<file path="config.mk">
export PLATFORM = sky130hd
export DESIGN_NAME = trpq_ram
export DESIGN_NICKNAME = d
export VERILOG_FILES = /design/src/hdl/trpq_ram.sv
export SDC_FILE = /design/constraint.sdc
export NUM_CORES = 1
export LEC_CHECK = 0
export ABC_CLOCK_PERIOD_IN_PS = 3000
export BUFFER_PORTS_ARGS = -buffer_cell sky130_fd_sc_hd__buf_2
export CAP_MARGIN = 30
export CORE_MARGIN = 4
export CORE_UTILIZATION = 35
export CTS_CLUSTER_DIAMETER = 120
export DETAILED_ROUTE_END_ITERATION = 6
export PLACE_DENSITY = 0.48
export SLEW_MARGIN = 20
export SYNTH_ARGS = -nofsm -noshare
export SYNTH_HDL_FRONTEND = slang
export SYNTH_SLANG_ARGS = --single-unit
</file>
<file path="constraint.sdc">
create_clock -name clk -period 3 [get_ports clk]
set_input_delay 0.45 -clock clk [delete_from_list [all_inputs] [get_ports clk]]
set_output_delay 0.45 -clock clk [all_outputs]
set_load 0.005 [all_outputs]
</file>
<file path="src/hdl/trpq_ram.sv">
// Generic single-write, single-read RAM with registered read data.
`default_nettype none

module trpq_ram #(
  parameter int WIDTH = 8,
  parameter int DEPTH = 16
) (
  input  wire logic                     clk,
  input  wire logic                     we,
  input  wire logic [$clog2(DEPTH)-1:0] waddr,
  input  wire logic [WIDTH-1:0]         wdata,
  input  wire logic                     re,
  input  wire logic [$clog2(DEPTH)-1:0] raddr,
  output logic      [WIDTH-1:0]         rdata
);

  logic [WIDTH-1:0] mem [DEPTH];

  always_ff @(posedge clk) begin
    if (we) begin
      mem[waddr] <= wdata;
    end
    if (re) begin
      rdata <= mem[raddr];
    end
  end

endmodule

`default_nettype wire

</file>
# Word-level counts from Yosys, hierarchy flattened
# Memories as Yosys holds them, arrays and structs flattened. A register that Yosys moved wholly into a read port is not among the register bits.
# Cells that the tools add are included.
word_totals:
  output_inout_bits: 8
  register_bits: 0
  in_bits: 19
  mem_count: 1
  elab_cells: 3
  mem_bits_rw: 128
op_classes:
  n_mux: 2
mem_list:
  columns: ["memory", "depth", "width", "rd", "rd_clocked_by_memory_dff", "write_ports", "line", "text"]
  rows:
  - ["mem", 16, 8, 1, 1, 1, "17", "logic [WIDTH-1:0] mem [DEPTH];"]
op_table:
  columns: ["operator", "count"]
  rows:
  - ["$mux 1", 2]

# Longest topological paths before layout
logic_depth:
  depth_word: 2
  mapped_depth: 5
  mapped_depth_nobuf: 3

# Least setup slack after synthesis
# OpenSTA, ideal clock, no wires.
synth_path:
  path_type: "input -> register"
  from: "input port waddr[2]"
  to: "memory mem[0][0] (enable)"
  t_required_ns: 2.617
  t_arrival_ns: 1.560
  setup_slack_ns: 1.057
  setup_ns: 0.383
  cell_stages: 2
  path_buffers: 0
  cell_sequence: "or3b_2 > nor3_1"
synth_rtl:
  columns: ["element", "line", "text"]
  rows:
  - ["start: declaration", "10", "input wire logic [$clog2(DEPTH)-1:0] waddr,"]
  - ["end: declaration", "17", null]
# Straight into the memory's write port.

==> summary.md <==
| Metric | Value |
|---|---|
| Post-DR wirelength/cell | around 23 µm |
| Layout Nets | 292 |
| Cells along the critical path | buf_2 > buf_12 > mux4_1 > a22oi_1 > nand2_1 |
| Register area | around 4000 µm² |
| CP Data Arrival Time | just over 2 ns |
| Drt first pass iters | 4 |
| Max incr delay on CP | around 0.56 ns |
| Core area | between 10000 and 15000 µm² |
| # IOs | 27 |
| # diodes | 0 |
| Placed Instances | about 440 |
| Synthesized area | 5228 µm² |
| Gpl congestion | 0.7241 |
| Worst setup path class | in -> reg |
| Worst slew pin tran | between 0.8 and 0.9 ns |
| Die H | between 100 and 150 µm |
| Share of cells above drive strength 1 | 0.2762 |
| GR Util met2 | 0.2073 |
| Largest net degree at the start of global routing | 18 |
| TritonCTS Buffers | 17 |
| CP max stage cell | mux4_1 |
| CP startpoint kind | input pin |
| Clock slew at the register clock pins of the worst setup and hold paths | roughly 0.06 ns |
| Seq/Total Area, Yosys | 0.7812 |
| RSZ-0062 raised after global routing | no |
| Fmax | 531.8 MHz |
| Leak pwr | approximately 2.0 nW |
| Site row count | 44 |
| I/O Buffers | 26 |
| Slew Viols, Final | 0 |
| Starting Density | 0.3583 |
| Max Buffers Root-to-Sink | 2 |
| Max cap viols | 0 |
| Root Driver | clkbuf_16 |
| M3 GR Usage | 0.04421 |
| Post-Route Setup TNS | 0 ns |
| Synthesized net count | around 250 |
| Number of global-route vias before repair | about 2600 |
| Global route overflow | 0 |
| Post-DP HPWL | between 6 and 7 mm |
| # DRC | 0 |
| Ys Warns | 0 |
| Initial DRC Count | 171 |
| Antenna-violating nets left | 0 |
| Power, Total | 4.187 mW |
| Postcts setup bufs | 0 |
| TritonCTS clock tree | yes |
| Post-Syn Area per Cell | 22.83 µm² |
| Met1 usage | 0.2047 |
| H-tree depth | 4 |
| Routed via count | between 2000 and 2500 |
| DIE AREA | 16950 µm² |
| Setup violators final | 0 |
| Cell count after synthesis | roughly 230 |
| Worst rel slew slack | 0.4480 |
| Worst-Skew Late Latency | around 0.41 ns |
| Post-CTS Resized | 0 |
| Clock sinks | roughly 140 |
| Crit share post-route | 0.6268 |
| Worst slack at placement | roughly 0.62 ns |
| CP max FO | 16 |
| Die Wd | around 130 µm |
| First-pass GRT wire length | ~16 mm |
| Worst vdd ir | 0.0004132 V |
| Routed wire length | between 10 and 15 mm |
| Run status | finished, final reports clean |
| Layout overhead on the synthesized area | 16.95% |
| FF-to-FF setup slack | 1.42 ns |
| Crit end category | flop |
| Final worst setup slack | 1.120 ns |
| Flops & latches, synth | around 140 |
| Total track usage | 0.1427 |
| Netlist cell types | 18 |
| CTS Hold Bufs | 0 |
| Fin Clk Skew | between 0.004 and 0.005 ns |
| Crit path required time | between 3 and 4 ns |
| Filler cell count in the final layout | approximately 1300 |
| Via-per-instance ratio | approximately 5.1 |
| Final Non-Filler Cells | between 400 and 500 |
| Multi-input gate area | between 1000 and 1500 µm² |
| Final hold vios | 0 |
| Pwr/cell area | approximately 680 nW/µm² |
| Hold WC Path Type | in -> reg |
| Initial antenna violation count | 0 |
| Global route hottest layer | met2 |
| Minimum clock period | about 1.9 ns |
## placed cells by master (no fill, tap or decap), drive strengths merged, types with 2 or more instances in the layout
cell type | synthesis | final
edfxtp | 136 | 136
nand3b | 2 | 2
a22oi | 16 | 16
clkbuf | 0 | 18
clkinv | 0 | 12
nor3 | 4 | 4
nand2 | 9 | 9
nand2b | 2 | 2
nor2 | 13 | 13
buf | 7 | 35
mux4 | 32 | 32
## cell usage after synthesis
library cell | number | area share
nand3b_1 | 2 | 0.0029
a22oi_1 | 16 | 0.023
clkdlybuf4s25_2 | 3 | 0.0057
nor2b_1 | 1 | 0.0012
buf_2 | 3 | 0.0029
buf_6 | 3 | 0.0065
nand2_1 | 9 | 0.0065
mux4_1 | 14 | 0.070
nor2_1 | 13 | 0.0093
nand3_1 | 1 | 0.00096
nand2b_1 | 2 | 0.0024
and2_1 | 1 | 0.0012
edfxtp_1 | 136 | 0.78
and2b_1 | 1 | 0.0014
buf_4 | 1 | 0.0014
or3b_2 | 1 | 0.0017
mux4_2 | 18 | 0.078
nor3_1 | 4 | 0.0038
## sequential cells by signal (all words and copies together), names as in the netlist
register / count
mem: 128
rdata: 8
## cells by family (layout without fill, tap and decap cells)
| family | after synthesis | count (layout) | synth area share |
|---|---|---|---|
| DFF | 136 | 136 | 0.7812 |
| and+or+nand+nor | 35 | 35 | 0.03136 |
| buffers and inverters | 10 | 67 | 0.01651 |
| AOI/OAI and AO/OA | 16 | 16 | 0.02298 |
| muxes | 32 | 32 | 0.1479 |
## per-stage QoR
stage          hold WS (ns)    util  cell area, µm²
2_1_floorplan        0.5489       -            5228
3_3_place_gp         0.7430  0.3834            5594
3_5_place_dp         0.7519  0.3834            5594
4_1_cts              0.3819  0.4190            6113
5_1_grt              0.3812  0.4190            6113
6_report             0.3926  0.4190            6113
## power breakdown
group | switching, mW | total [mW] | internal (mW)
clock | 0.724 | 1.83 | 1.11
sequential | 0.00926 | 2.15 | 2.14
combinational | 0.123 | 0.204 | 0.0810
## worst paths after layout
check	startpoint	to	cells past startpoint
worst max-delay path	raddr[0]	rdata[3]$_DFFE_PP_	5
worst min register to register	mem[8][2]$_DFFE_PP_	rdata[2]$_DFFE_PP_	3
worst min-delay path	re	rdata[6]$_DFFE_PP_	1
worst max register to register	mem[1][5]$_DFFE_PP_	rdata[5]$_DFFE_PP_	3
## worst max-delay path, delay by kind of cell
kind	cells	cell delay (ns)
mux	1	0.56
buf+inv	2	0.63
compound gates	1	0.31
simple gates	1	0.08
## area by class of cell
cell class                      instances  share of cell area
Timing Repair Buffer                   35             0.03643
Sequential cell                       136              0.6680
Clock inverter                         14             0.01474
Multi-Input combinational cell         83              0.1729
Tap cell                              184             0.03766
Clock buffer                           18             0.07020
## metal layers
layer	vias up	part of all wire
li1	1068	-
met1	1230	0.48
met2	71	0.45
met3	15	0.060
met4	0	0.012
met5	-	0
No activity file was read; power rests on OpenSTA's default activity.
