--- src/hdl/trpq_pkg.sv ---
// Shared types and constants for the timed release packet queue.
`default_nettype none

package trpq_pkg;

  localparam int ADDR_W        = 5;
  localparam int DATA_W        = 32;
  localparam int QS_W          = 11;
  localparam int DELAY_W       = 16;
  localparam int LIMIT_W       = 36;
  localparam int TOTAL_W       = 48;
  localparam int QCOUNT_W      = 10;
  localparam int BITS_W        = 20;
  localparam int NS_PER_MS     = 1000000;
  localparam int WIRE_OVERHEAD = 24;

  localparam logic [QS_W-1:0] HIGH_WATER_RESET = 11'd921;
  localparam logic [QS_W-1:0] LOW_WATER_RESET  = 11'd153;

  typedef enum logic {
    OP_ENQUEUE = 1'b0,
    OP_POLL    = 1'b1
  } op_t;

  typedef enum logic [2:0] {
    REG_DELAY      = 3'd0,
    REG_QSIZE      = 3'd1,
    REG_BP_EN      = 3'd2,
    REG_HIGH_WATER = 3'd3,
    REG_LOW_WATER  = 3'd4
  } reg_idx_t;

  typedef enum logic [1:0] {
    S_IDLE,
    S_LOAD,
    S_EXEC
  } state_t;

  typedef struct packed {
    logic         operation;
    logic [31:0]  packet_handle;
    logic [63:0]  packet_stamp_ns;
    logic [15:0]  packet_length;
    logic [63:0]  now_ns;
    logic         downstream_overloaded;
  } item_t;

  typedef struct packed {
    logic                released_valid;
    logic [31:0]         released_handle;
    logic [15:0]         released_length;
    logic [BITS_W-1:0]   released_bits;
    logic                enqueue_accepted;
    logic                overload_signal;
    logic                underload_signal;
    logic [QCOUNT_W-1:0] queue_count;
    logic [TOTAL_W-1:0]  enqueued_total;
    logic [TOTAL_W-1:0]  dequeued_total;
    logic [TOTAL_W-1:0]  dropped_total;
  } result_t;

  // one ring slot as stored in memory
  typedef struct packed {
    logic [31:0] handle;
    logic [63:0] stamp;
    logic [15:0] length;
  } slot_t;

  // configuration as seen by the ring control
  typedef struct packed {
    logic [LIMIT_W-1:0] limit_ns;
    logic [QS_W-1:0]    queue_size;
    logic               bp_enable;
    logic [QS_W-1:0]    high_water;
    logic [QS_W-1:0]    low_water;
    logic               ring_clear;
  } cfg_t;

endpackage

`default_nettype wire

--- src/hdl/trpq_cfg.sv ---
// APB register file: delay, ring size, backpressure enable and water marks.
`default_nettype none

module trpq_cfg import trpq_pkg::*; #(
  parameter int MAX_SLOTS = 1024
) (
  input  wire logic              clk,
  input  wire logic              rst,
  input  wire logic              psel,
  input  wire logic              penable,
  input  wire logic              pwrite,
  input  wire logic [ADDR_W-1:0] paddr,
  input  wire logic [DATA_W-1:0] pwdata,
  output logic      [DATA_W-1:0] prdata,
  output logic                   pready,
  output cfg_t                   cfg
);

  localparam int QS_RESET = (MAX_SLOTS < 1024) ? MAX_SLOTS : 1024;

  logic [DELAY_W-1:0] delay_ms;
  logic [QS_W-1:0]    qs_wdata;
  logic               qs_ok;
  logic               wr_en;
  reg_idx_t           idx;

  assign pready   = 1'b1;
  assign wr_en    = psel && penable && pwrite;
  assign idx      = reg_idx_t'(paddr[4:2]);
  assign qs_wdata = pwdata[QS_W-1:0];
  assign qs_ok    = (qs_wdata >= QS_W'(4)) && ({21'b0, qs_wdata} <= 32'(MAX_SLOTS)) &&
                    ((qs_wdata & (qs_wdata - QS_W'(1))) == '0);

  always_ff @(posedge clk) begin
    if (rst) begin
      delay_ms       <= '0;
      cfg.limit_ns   <= '0;
      cfg.queue_size <= QS_W'(QS_RESET);
      cfg.bp_enable  <= 1'b0;
      cfg.high_water <= HIGH_WATER_RESET;
      cfg.low_water  <= LOW_WATER_RESET;
      cfg.ring_clear <= 1'b0;
    end else begin
      cfg.ring_clear <= 1'b0;
      if (wr_en) begin
        case (idx)
          REG_DELAY: begin
            delay_ms     <= pwdata[DELAY_W-1:0];
            // threshold in ns kept ready so the poll needs no multiply
            cfg.limit_ns <= LIMIT_W'(pwdata[DELAY_W-1:0]) * LIMIT_W'(NS_PER_MS);
          end
          REG_QSIZE: begin
            if (qs_ok) begin
              cfg.queue_size <= qs_wdata;
              cfg.ring_clear <= 1'b1;
            end
          end
          REG_BP_EN:      cfg.bp_enable  <= pwdata[0];
          REG_HIGH_WATER: cfg.high_water <= pwdata[QS_W-1:0];
          REG_LOW_WATER:  cfg.low_water  <= pwdata[QS_W-1:0];
          default: ;
        endcase
      end
    end
  end

  always_comb begin
    prdata = '0;
    case (idx)
      REG_DELAY:      prdata = DATA_W'(delay_ms);
      REG_QSIZE:      prdata = DATA_W'(cfg.queue_size);
      REG_BP_EN:      prdata = DATA_W'(cfg.bp_enable);
      REG_HIGH_WATER: prdata = DATA_W'(cfg.high_water);
      REG_LOW_WATER:  prdata = DATA_W'(cfg.low_water);
      default:        prdata = '0;
    endcase
  end

endmodule

`default_nettype wire

--- config.mk ---
export PLATFORM = sky130hd
export DESIGN_NAME = trpq_cfg
export DESIGN_NICKNAME = d
export VERILOG_FILES = /design/src/hdl/trpq_pkg.sv /design/src/hdl/trpq_cfg.sv
export SDC_FILE = /design/constraint.sdc
export NUM_CORES = 1
export LEC_CHECK = 0
export BUFFER_PORTS_ARGS = -buffer_cell sky130_fd_sc_hd__buf_2
export CORE_MARGIN = 2
export CORE_UTILIZATION = 45
export DETAILED_ROUTE_END_ITERATION = 7
export HOLD_SLACK_MARGIN = 0.02
export PLACE_DENSITY = 0.67
export SLEW_MARGIN = 20
export SYNTH_ARGS = -nofsm -noshare
export SYNTH_HDL_FRONTEND = slang
export SYNTH_SLANG_ARGS = --single-unit
--- constraint.sdc ---
create_clock -name clk -period 6.61 [get_ports clk]
set_input_delay 0 -clock clk [delete_from_list [all_inputs] [get_ports clk]]
set_output_delay 0 -clock clk [all_outputs]
set_load 0.01 [all_outputs]
# == After elaboration in Yosys (flattened, before gate mapping) ==
# Index checks and enable logic that the tools add are counted.
# word_totals
input_bits,42
ff_bits,81
out_inout_bits,104
wordCells,32
# classes
muxes,2
n_reduce_logical,12
mul,1
n_lt_le_gt_ge,2
n_addsub,1
eq_ne,4
bitwise,3
# op_table
operator,count
$pmux 16 s5,1
$mul 16x14->30 const B,1
$and 11x11->11,1
$ge 11x3->1 const B,1
$le 11x11->1 const B,1
$logic_not 11->1,1
$sub 11x1->11 const B,1
$reduce_and 2->1,4
$eq 3x2->1 const B,2
$logic_and 1x1->1,4
$eq 3x1->1 const B,1
$eq 3x3->1 const B,1
$logic_not 3->1,1
$reduce_and 3->1,1
$reduce_or 3->1,1
$not 1->1,2
$mux 1,1

# == Depth between registers and ports, before layout ==
# logic_depth
word_depth,5
depth_mapped,19
depth_no_buf,18

# == Worst setup path after synthesis ==
# No wires, ideal clock.
# synth_path
path_kind,input -> register
startpoint,input port pwdata[2]
endpoint,register cfg[62] in the netlist's numbering
cell_stages,17
setup_slack_ps,1977
arrival_ps,4515
setup_time_ps,117
n_path_buf,1
required_time_ps,6493
path_cell_list,inv_1 -> fa_1 -> inv_1 -> fa_1 -> fa_1 -> fa_1 -> ha_1 -> inv_1 -> fa_1 -> inv_1 -> ha_1 -> and3_1 -> buf_6 -> a31oi_4 -> a21oi_2 -> or3_1 -> a32o_1
# synth_between
elab_chain_len,1
# synth_lines
item,line_no,rtl
from (decl),trpq_cfg.sv:13,"input wire logic [DATA_W-1:0] pwdata,"
$mul 16x14->30,trpq_cfg.sv:50,cfg.limit_ns <= LIMIT_W'(pwdata[DELAY_W-1:0]) * LIMIT_W'(NS_PER_MS);
to (decl),trpq_cfg.sv:16,output cfg_t cfg
# No other way between the ends.
# A chain may end at the register's enable or synchronous reset.

# == Final worst setup path ==
# layout_path
startpoint,input port pwdata[2]
endpoint,register cfg[67] in the netlist's numbering
# The elaborated chain is that of the path after synthesis.

==> results.md <==
Critical path:
- The signal arrival time at the worst endpoint is between 5 and 6 ns.
- The logic depth of the worst register-to-register path is 3.
- The number of buffers and inverters on the critical path is 6.
- Tracing the worst setup path back leads to its startpoint at pwdata[2].
- The worst register-to-register path begins at cfg[64]$_SDFFE_PP0P_.
- The worst register-to-register path ends at cfg[64]$_SDFFE_PP0P_.
- The cell with the largest stage delay on the worst path is fa_1.
- The critical path crosses 18 cells after its start point.
- The classification of the worst setup path is input port to register.
- The end of the critical path is cfg[67]$_SDFFE_PP0P_.
- In this run the worst path has a maximum fanout of 10.
- By instance count, the cell type seen most on the critical path is fa_1.
- The nature of the critical path startpoint is an input port.
- The critical path goes through dlygate4sd3_1 -> buf_2 -> inv_1 -> fa_1 -> inv_1 -> fa_1 -> fa_1 -> fa_1 -> ha_1 -> inv_1 -> fa_1 -> inv_1 -> ha_1 -> and3_1 -> o2111ai_2 -> and2_4 -> or4_1 -> nand3_1.
- In this run the register-to-register setup slack is 5.73 ns.
- In this design, the stage delay of the slowest critical-path cell is between 0.5 and 0.6 ns.
- The nature of the critical path endpoint is a register.
- For the worst setup path, the data required time is 6.90 ns.
- The largest delay contributor family on the critical path is adder cells.

CTS:
- The number of instances resized during post-cts repair is 0.
- The CTS clock-pin slew for the worst setup and hold paths is 0.06 ns.
- The insertion delay of the later-clocked pin in the worst-skew pair is 0.34 ns.
- The total clock sinks is 78.
- In this run, CTS created clock tree buffers numbering 9.
- The tree is rooted in a clkbuf_16.
- The clock passes through at most 2 buffers.
- The number of levels the H-tree was split into is 3.
- The CTS tree is built.

Yosys:
- Counting flops with an async set or reset pin after synthesis yields a share of 0%.
- A synthesized cell averages 8.559 µm².
- Sequential cells were found to cover around 20% of the synthesized design area.
- The count of flip-flops with a built-in enable after synthesis is 0.
- For this run, the number of Yosys warnings is 0.
- For this run, the leading register cell type out of synthesis is dfxtp_1.
- The mapped netlist covers 7626 µm².
- Synthesis instantiated 70 different standard cells from the library.
- The cell count after synthesis is 891.
- In this run, synthesis produced a sequential element count of 78.

Global route:
- The global-route wire length before repair is 31,370 µm.
- The global-route total usage across every layer is 21.82%.
- Global routing finished with a remaining overflow of 0.
- The initial antenna violation count was 0.
- The pin count of the biggest net entering global routing is 58.
- The number of global-route vias before repair was 6,075.

Pwr:
- Registers are responsible for 15.4% of the overall power.
- The power density normalized to cell area is ~370 nW/µm².
- Combinational cells account for 68.2% of the total power.
- The clock group share of total power is 16.4%.
- In this run switching power makes up 49.80% of total power.
- The analysis attributes to net switching a power of 0.001565 W.
- The analysis attributes to cell leakage a power of 4.214 nW.
- The worst-case IR drop observed on VDD is 0.0002606 V.
- The internal cell power is roughly 0.0016 W.

Floorplanning:
- From left edge to right edge, the die measures roughly 130 µm.
- The floorplan die height is ~130 µm.
- The placement row count is 47.
- Once the floorplan was initialized, standard cells occupied 45.99% of the core.
- The core region is 16,580 µm².
- The floorplan step defined a die boundary enclosing 18,000 µm².
- The number of I/O pins is 146.

Layout:
- Compared with the post-synthesis result, the final layout area differs by 12.58%.
- The repair_antennas step left the layout with diodes totalling 0.
- The final non-filler cell area is 8586 µm².
- Of the cells placed in the final design, the portion with a size suffix greater than 1 is 14.33%.
- The total number of nets in the final design is 1,196.
- The number of inserted filler cells in the final layout is 1,619.
- Leaving out fill and tap cells, the most frequent cell in the layout is ha_1.
- In the layout the commonest cells are ha_1, inv_1, nand2_1.

Routing:
- Across all layers, the routed design uses 6,349 vias.
- The sum of routed wire length over all layers is 19,050 µm.
- The first-pass detailed-route iteration total is 5.
- Once detail routing completed, the nets flagged for antenna violations numbered 0.
- The iteration-0 DRC count of the detailed router is ~330.
- The average routed wire per standard cell is about 16 µm.
- The per-cell via count in the routed design is 5.273.
- The number of remaining DRC errors is 0.

Place:
- The half-perimeter wire length of the detailed placement result is 14,440 µm.
- The routability congestion estimate from global placement is 0.9024.
- The number of buffer cells added on primary ports is 104.
- The cell area after placement is slightly above 8000 µm².

Timing:
- The final number of max-transition violations is 0.
- At the pin with the least slew margin, the transition time is approximately 0.97 ns.
- The total setup violations reported at the end of the flow is 0.
- The remaining max-slew budget at the tightest pin is 35.10%.
- Adding up every negative setup slack in the final design gives 0 ns.
- The number of hold violations in the final report is 0.
- The clock period minus final worst setup slack is 5.628 ns.
- Setup repair after global routing left no endpoint under its margin.
- The final critical path takes up 85.15% of the cycle.
- The worst clock skew is 0 ns.
- Derived from the worst setup path, the maximum achievable clock frequency is ~180 MHz.

Hold path:
- The kind of path behind the tightest hold check is input port to register.

Flow run:
- The count of max-cap constraint violations is 0.

Status:
- The run finished with clean final reports.
## final cells by class
| class | count | area, µm² | share of cell area (%) |
|---|---|---|---|
| multi-input combinational | 665 | 5385 | 62.72 |
| clock buffer | 9 | 225.2 | 2.623 |
| timing repair buffer | 119 | 663.1 | 7.724 |
| clock inverter | 7 | 77.57 | 0.9035 |
| inverter | 106 | 397.9 | 4.634 |
| tap | 220 | 275.3 | 3.206 |
| sequential | 78 | 1562 | 18.19 |
## how the worst min path moves through the flow
stage / from / depth (start not counted) / slack [ns] / to
final: pwdata[12] / 3 / 0.04 / delay_ms[12]$_SDFFE_PP0P_
after global routing: pwdata[9] / 3 / 0.05 / delay_ms[9]$_SDFFE_PP0P_
after CTS: pwdata[10] / 3 / 0.03 / delay_ms[10]$_SDFFE_PP0P_
after detailed placement: pwdata[5] / 3 / 0.34 / delay_ms[5]$_SDFFE_PP0P_
after global placement: pwdata[5] / 3 / 0.34 / delay_ms[5]$_SDFFE_PP0P_
after floorplan: pwdata[10] / 2 / 0.13 / cfg[34]$_SDFFE_PP1P_
## layer usage
| layer | share of wire (%) | vias up | wire (µm) | GRT usage, % |
|---|---|---|---|---|
| li1 | - | 3159 | - | - |
| met1 | 47 | 2967 | 8999 | 30.72 |
| met2 | 46 | 207 | 8796 | 35.66 |
| met3 | 5.7 | 16 | 1089 | 3.968 |
| met4 | 0.89 | 0 | 169 | 3.567 |
| met5 | 0 | - | 0 | 0 |
## cells by family (layout without fill, tap and decap cells)
kind of cell               count (synthesis)  in the layout  share of synthesized area, %
and+or+nand+nor                          240            240                         14.24
AOI/OAI and AO/OA                        186            186                         15.95
adders and majority gates                175            175                         34.13
buffers and inverters                    169            241                         9.942
DFF                                       78             78                         20.48
muxes                                     27             27                         3.560
xor gates and xnor gates                  14             14                         1.608
other                                      2             23                       0.09848
## synth_stat cells (all sizes together) (5+ instances only)
library cell | number | share of area, %
and3 | 5 | 0.41
fa | 55 | 14
nor3 | 6 | 0.54
o21ai | 33 | 2.2
nand3 | 20 | 1.3
mux2i | 26 | 3.4
a31oi | 5 | 0.61
clkbuf | 26 | 1.3
inv | 106 | 5.2
a21o | 8 | 0.79
nand4 | 9 | 0.74
nand2 | 105 | 5.2
dfxtp | 78 | 20
buf | 37 | 3.4
ha | 120 | 20
xnor2 | 12 | 1.4
and2 | 8 | 0.69
a21oi | 76 | 5.1
nor2 | 69 | 3.4
o211ai | 14 | 1.4
## worst min-delay path: stages
cell	delay [ns]
buf_2	0.19
nand2_1	0.09
a21oi_1	0.05
## per-stage QoR
stage	power (W)	hold WS [ns]	worst slack, ns	utilization (%)	cells
after floorplan	0.002172	0.1284	1.977	-	912
after global placement	0.002581	0.3376	1.174	49.22	1176
after detailed placement	0.002593	0.3415	1.244	49.22	1176
after CTS	0.003132	0.02995	1.018	51.77	1204
after global routing	0.003464	0.05256	0.7335	51.77	1204
final	0.003142	0.03723	0.9816	51.77	1204
## timing repair
item,CTS,global route
endpoints found under the setup margin,0,0
buffers inserted,0,0
hold buffers,12,0
endpoints found under the hold margin,12,0
## power by group through the flow
| stage | Sequential (W) | Combinational, W | Clock [W] |
|---|---|---|---|
| final | 0.000483 | 0.00214 | 0.000516 |
| after global routing | 0.000484 | 0.00243 | 0.000546 |
| after CTS | 0.000483 | 0.00212 | 0.000526 |
| after detailed placement | 0.000493 | 0.00210 | 0 |
| after global placement | 0.000493 | 0.00209 | 0 |
| after floorplan | 0.000496 | 0.00168 | 0 |
## registers in the layout, indices dropped and copies added (netlist names)
register / cells
cfg: 62
delay_ms: 16
Note: power is estimated with default switching activity, not from simulation.
